### src/rtl/gspe_pkg.sv
// shared types and constants of the shortest-path engine
`timescale 1ns / 1ps
package gspe_pkg;

	localparam int NODE_COUNT = 32;
	localparam int IDX_W      = 5;
	localparam int LINK_W     = 6;
	localparam int MAX_DEGREE = 4;
	localparam int DEG_W      = 2;
	localparam int COORD_BITS = 17;
	localparam int DIST_W     = 24;
	localparam int SQ_W       = 2 * COORD_BITS;
	localparam int RAD_W      = 2 * COORD_BITS + 2;
	localparam int ROOT_W     = COORD_BITS + 1;
	localparam int IN_DATA_W  = 80;
	localparam int OUT_DATA_W = 8;

	localparam logic [DIST_W-1:0] INF_DIST = {DIST_W{1'b1}};

	typedef logic [IDX_W-1:0]      idx_t;
	typedef logic [LINK_W-1:0]     link_t;
	typedef logic [COORD_BITS-1:0] coord_t;
	typedef logic [DIST_W-1:0]     dist_t;
	typedef logic [SQ_W-1:0]       sq_t;
	typedef logic [RAD_W-1:0]      rad_t;
	typedef logic [ROOT_W-1:0]     root_t;

	// one stored node: links above the coordinates
	typedef struct packed {
		logic [MAX_DEGREE-1:0][LINK_W-1:0] links;
		coord_t                            y;
		coord_t                            x;
	} node_t;

	// distance plus edge length, clipped at infinity
	function automatic dist_t sat_add(input dist_t a, input root_t w);
		logic [DIST_W:0] s;
		begin
			s = {1'b0, a} + (DIST_W + 1)'(w);
			sat_add = (s >= (DIST_W + 1)'(INF_DIST)) ? INF_DIST : s[DIST_W-1:0];
		end
	endfunction

endpackage

### src/rtl/gspe_isqrt.sv
// iterative integer square root, one result bit per cycle
`timescale 1ns / 1ps
module gspe_isqrt (
	input  logic               clk,
	input  logic               arst_n,
	input  logic               start,
	input  gspe_pkg::rad_t     radicand,
	output logic               done,
	output gspe_pkg::root_t    root
);

	gspe_pkg::rad_t op_q, res_q, one_q;
	logic busy_q, done_q;
	gspe_pkg::rad_t trial;

	assign trial = res_q + one_q;
	assign done  = done_q;
	assign root  = res_q[gspe_pkg::ROOT_W-1:0];

	// restoring digit recurrence over pairs of radicand bits
	always_ff @(posedge clk or negedge arst_n) begin
		if (!arst_n) begin
			op_q   <= '0;
			res_q  <= '0;
			one_q  <= '0;
			busy_q <= 1'b0;
			done_q <= 1'b0;
		end else begin
			done_q <= 1'b0;
			if (start) begin
				op_q   <= radicand;
				res_q  <= '0;
				one_q  <= gspe_pkg::rad_t'(1) << (gspe_pkg::RAD_W - 2);
				busy_q <= 1'b1;
			end else if (busy_q) begin
				if (op_q >= trial) begin
					op_q  <= op_q - trial;
					res_q <= (res_q >> 1) + one_q;
				end else begin
					res_q <= res_q >> 1;
				end
				one_q <= one_q >> 2;
				if (one_q == gspe_pkg::rad_t'(1)) begin
					busy_q <= 1'b0;
					done_q <= 1'b1;
				end
			end
		end
	end

endmodule

### config.mk
export PLATFORM = sky130hd
export DESIGN_NAME = gspe_isqrt
export DESIGN_NICKNAME = d
export VERILOG_FILES = /design/src/rtl/gspe_pkg.sv /design/src/rtl/gspe_isqrt.sv
export SDC_FILE = /design/constraint.sdc
export NUM_CORES = 1
export LEC_CHECK = 0
export ABC_AREA = 1
export BUFFER_PORTS_ARGS = -buffer_cell sky130_fd_sc_hd__buf_2
export CAP_MARGIN = 20
export CORE_MARGIN = 2
export CORE_UTILIZATION = 60
export DETAILED_ROUTE_END_ITERATION = 8
export PLACE_DENSITY = 0.79
export REMOVE_ABC_BUFFERS = 1
export SYNTH_ARGS = -nofsm -noshare
export SYNTH_HDL_FRONTEND = slang
export SYNTH_SLANG_ARGS = --single-unit
### constraint.sdc
create_clock -name clk -period 9.8 [get_ports clk]
set_input_delay 0.49 -clock clk [delete_from_list [all_inputs] [get_ports clk]]
set_output_delay 0.49 -clock clk [all_outputs]
set_load 0.01 [all_outputs]
[Word-level counts from Yosys, hierarchy flattened]
Index checks and enable logic that the tools add are counted.
Storage, ports and cells
  bits in writable memories: 0
  input port bits: 39
  bits in read-only memories: 0
  memories: 0
  register bits: 110
  bits in latches: 0
Operators by class
  bitwise operators: 0
  shift operators: 0
  order comparisons: 1
  div/mod/pow operators: 0
  multiplexer cells: 14
  reduce and logical (&&, ||, !) cells: 3
  multipliers: 0
  add/subtract/negate cells: 3
  eq/ne operators: 1
Operators by type and width (number)
  two-way mux 36 bit: 8
  adder 35 x 36 -> 36 bit: 1
  adder 36 bit: 1
  equality test 36 x 1 -> 1 bit (second input constant): 1
  greater-or-equal comparator 36 bit: 1
  subtractor 36 bit: 1
  two-way mux 1 bit: 6
  nonzero test 2 bit: 2
  AND reduction 2 bit: 1

[Longest topological paths before layout]
  depth after elaboration: 5
  depth in mapped cells: 29
  mapped depth without buffers: 28

[Worst setup path after synthesis]
Ideal clock, no wire load.
  path kind: register -> register
  start point: register res_q[0]
  end point: register res_q[0]
  arrival: 3269 ps
  path buffers: 2
  cell stages (with the launch flop): 25
  setup time: 124 ps
  slack: 6407 ps
  path through: dfrtp_1 ha_1 ha_1 nand2_1 a21oi_1 nand2_1 nand2_1 nand2_1 nand2_1 a21boi_0 o21ai_0 xnor2_1 ha_1 nand2_1 inv_2 nand2_1 nand2_1 a21oi_1 nand3_1 nand3_2 nand2_4 buf_6 buf_6 o211ai_1 nand2_1
Between the ends
  cells in the longest elaborated chain, start to end: 5
RTL lines
  start: declaration: line gspe_isqrt.sv:12  | gspe_pkg::rad_t op_q, res_q, one_q;
  start signal: assignment: line gspe_isqrt.sv:38  | res_q <= (res_q >> 1) + one_q;
  start signal: assignment: line gspe_isqrt.sv:40  | res_q <= res_q >> 1;
  adder 36 bit: line gspe_isqrt.sv:16  | assign trial = res_q + one_q;
  greater-or-equal comparator 36 bit: line gspe_isqrt.sv:36  | if (op_q >= trial) begin
  two-way mux 36 bit: line gspe_isqrt.sv:36
  two-way mux 36 bit: line gspe_isqrt.sv:35  | end else if (busy_q) begin
  two-way mux 36 bit: line gspe_isqrt.sv:30  | if (start) begin
No other way between the ends. The select of a mux whose other input is x is not followed.
A chain may end at the register's enable or synchronous reset.

[Worst setup path after layout]
  start point: register one_q[0]
  end point: register op_q[29]
Between the ends
  cells in the longest elaborated chain, start to end: 5
  elaborated cells between the ends (all ways): 8
  those cells by class: add/sub (2); order compare (1); mux (3); reduce/logical (2)
RTL lines
  start: declaration: line gspe_isqrt.sv:12
  start signal: assignment: line gspe_isqrt.sv:33  | one_q <= gspe_pkg::rad_t'(1) << (gspe_pkg::RAD_W - 2);
  start signal: assignment: line gspe_isqrt.sv:42  | one_q <= one_q >> 2;
  adder 36 bit *: line gspe_isqrt.sv:16
  subtractor 36 bit: line gspe_isqrt.sv:37  | op_q <= op_q - trial;
  two-way mux 36 bit: line gspe_isqrt.sv:36
  two-way mux 36 bit: line gspe_isqrt.sv:35
  two-way mux 36 bit: line gspe_isqrt.sv:30
  end signal: assignment: line gspe_isqrt.sv:31  | op_q <= radicand;
  end signal: assignment: line gspe_isqrt.sv:37
  end: declaration: line gspe_isqrt.sv:12
Mark *: on every way between the ends. The rest lies on a longest branch, timed or not. The select of a mux whose other input is x is not followed.

==> qor.csv <==
stage,metric,value,unit
flow_run,drv_cap,0,
status,status,"finished, final reports clean",
worst_setup_path,required,10.10,ns
global_route,grt_util_all_layers,35.9,%
worst_setup_path,path_class,flip-flop to flip-flop,
yosys,syn_inst,1758,
min_path,hp-class,input port to asynchronous set/reset pin,
clocking,clockBufferDepth,2,
clocking,cts-resized-gates,0,
timing,drv_slew,0,
worst_setup_path,slowest_delay,0.43,ns
timing,period_share,51.2,%
clocking,clkTransAtPathRegs,0.08,ns
clocking,clock_latency,0.37,ns
worst_setup_path,path_common_cell,nand2_1,
route,drt-initial-drc-count,862,
timing,fmax,0.199,GHz
global_route,grt_pass1_wl,52000,um
worst_setup_path,end_kind,flip-flop,
worst_setup_path,slowest_stage,a21boi_0,
worst_setup_path,startpoint_type,flip-flop,
floorplan,core,17200,sq um
worst_setup_path,cp_top_family,simple AND/OR/NAND/NOR gates,
placed_design,hpwlAfterDp,25500,um
floorplan,row_count,48,
route,drt-vias-per-instance,5.61,
final_layout,fin_nets,1886,
yosys,async_flop_share,100,%
worst_setup_path,worstPathMaxFanout,59,
route,vias,11200,
timing,hold_viol,0,
yosys,avgSynthCellArea,5.95,sq um
yosys,synth-seq-cells,92,
floorplan,ios,58,
pwr,power,3.35,mW
global_route,grt_pass1_vias,10500,
placed_design,gp_congestion,1.01,
timing,final-setup-viol-count,0,
global_route,grt_start_max_net_pins,60,
clocking,post_cts.repair.setup_buffers,0,
timing,hold_ws,0.0982,ns
yosys,synth_edf_count,0,
route,totalWireLength,32600,um
placed_design,io_buffers,57,
yosys,synth.yosys.warnings,0,
final_layout,area_growth,5.24,%
global_route,grt_overflow_total,0,
floorplan,die_y,136,um
timing,slew_headroom,41.8,%
route,ant_nets,0,
final_layout,drive_gt1_share,5.91,%
timing,fin_crit,5.02,ns
worst_setup_path,crit_buf_inv,2,
timing,rsz0062_at_grt,no,
yosys,synth_cell_types,45,
clocking,cts.sinks,92,
clocking,cts_tree,built,
floorplan,die_w,136,um
pwr,vdd_drop_max,0.145,mV
route,drc,0,
worst_setup_path,crit_arrival,5.32,ns
route,avgRoutedWirePerCell,16.3,um
global_route,antenna_found_initial,0,
final_layout,fillers,1742,
timing,finClkSkew,0.0129,ns
pwr,p_leak,5.72,nW
pwr,cellPowerDensity,305,nW/um^2
clocking,cts_buffers,9,
yosys,synth_seq_area_share,22.0,%
timing,worstMarginPinSlew,0.863,ns
clocking,hold_buffers,0,
clocking,cts_root_buf,clkbuf_16,
floorplan,die_area,18500,sq um
route,first_pass_iters,8,
yosys,syn-cell-area,10500,sq um
yosys,ys.flop_type,dfrtp_1,
timing,fin_tns_setup,0,ns
final_layout,diodes,0,
clocking,htreeDepth,3,
floorplan,start_util,60.9,%
report_power, final:
group	switching, mW	internal, mW	total, mW
clock	0.185	0.179	0.364
sequential	0.161	0.504	0.665
combinational	1.53	0.788	2.32
total	1.88	1.47	3.35
path summary, 6_finish.rpt:
kind / from / endpoint / slack, ns / cells past startpoint
max in group asynchronous: arst_n / res_q[20] / 8.56 / 2
worst min register to register: op_q[16] / op_q[16] / 0.48 / 2
worst min-delay path: arst_n / op_q[1] / 0.1 / 1
min in group clk: radicand[35] / op_q[35] / 0.35 / 3
worst max-delay path: one_q[0] / op_q[29] / 4.78 / 28
worst max register to register: one_q[0] / op_q[29] / 4.78 / 28
kinds of logic (layout without fill, tap and decap cells):
logic type / Yosys count / in the layout / share of synthesized area [%]
adder cells (fa/ha/maj): 75 / 75 / 9.05
XOR/XNOR: 60 / 60 / 5.03
buffers and inverters: 290 / 309 / 11.7
AO/OA/AOI/OAI: 209 / 209 / 11.4
flip-flops: 92 / 92 / 22.0
AND/OR/NAND/NOR: 1032 / 1032 / 40.8
cell usage in the layout, fill, tap and decap left out, types with 5 or more instances in the layout:
cell type and count:
o21bai_1 8, a21oi_1 56, nor4_1 5, o21ai_0 86, inv_1 225, o211ai_1 17
buf_2 56, xnor2_1 38, nor2_1 135, o22ai_1 18, buf_4 5, clkbuf_16 9
a21o_1 10, ha_1 74, nand3b_1 10, nand3_1 125, or2_2 8, nand2_1 688
xor2_1 22, nand4_1 25, dfrtp_1 92, nor3_1 19
cell usage after synthesis, types with 21 or more instances:
cell,count,share of area (%)
xor2_1,22,1.8
nand4_1,25,1.5
xnor2_1,38,3.2
o21ai_0,86,4.1
nand3_1,125,6.0
nand2_1,688,25
a21oi_1,56,2.7
inv_1,225,8.1
dfrtp_1,92,22
nor2_1,137,4.9
ha_1,74,8.9
clkbuf_1,23,0.83
buf_4,21,1.5
sequential cells by signal (all words and copies together) (netlist names):
register  flops
op_q         36
res_q        36
one_q        18
busy_q        1
done          1
routing by layer:
layer | vias to the layer above | part of all wire, % | track usage [%]
met2 | 398 | 47 | 60.7
met5 | - | 0 | 0
li1 | 5624 | - | -
met3 | 104 | 4.9 | 3.32
met1 | 5097 | 43 | 45.6
met4 | 0 | 5.1 | 18.2
area by class of cell:
type	count	area, sq um	share of cell area (%)
flip-flops and latches	92	2300	20.9
clock buffers	9	225	2.05
inverters	232	873	7.94
well taps	225	282	2.56
clock inverters	7	68.8	0.625
multi-input cells	1376	6930	63.0
repair buffers	61	318	2.89
stage by stage:
stage,std cells,setup slack [ns],util [%],cell area (sq um)
after floorplan,1700,5.95,-,10100
after global placement,1986,4.99,62.3,10700
after detailed placement,1986,4.92,62.3,10700
after CTS,2002,4.90,64.1,11000
after global routing,2002,4.35,64.1,11000
final,2002,4.78,64.1,11000
(Power assumes the default switching activity.)
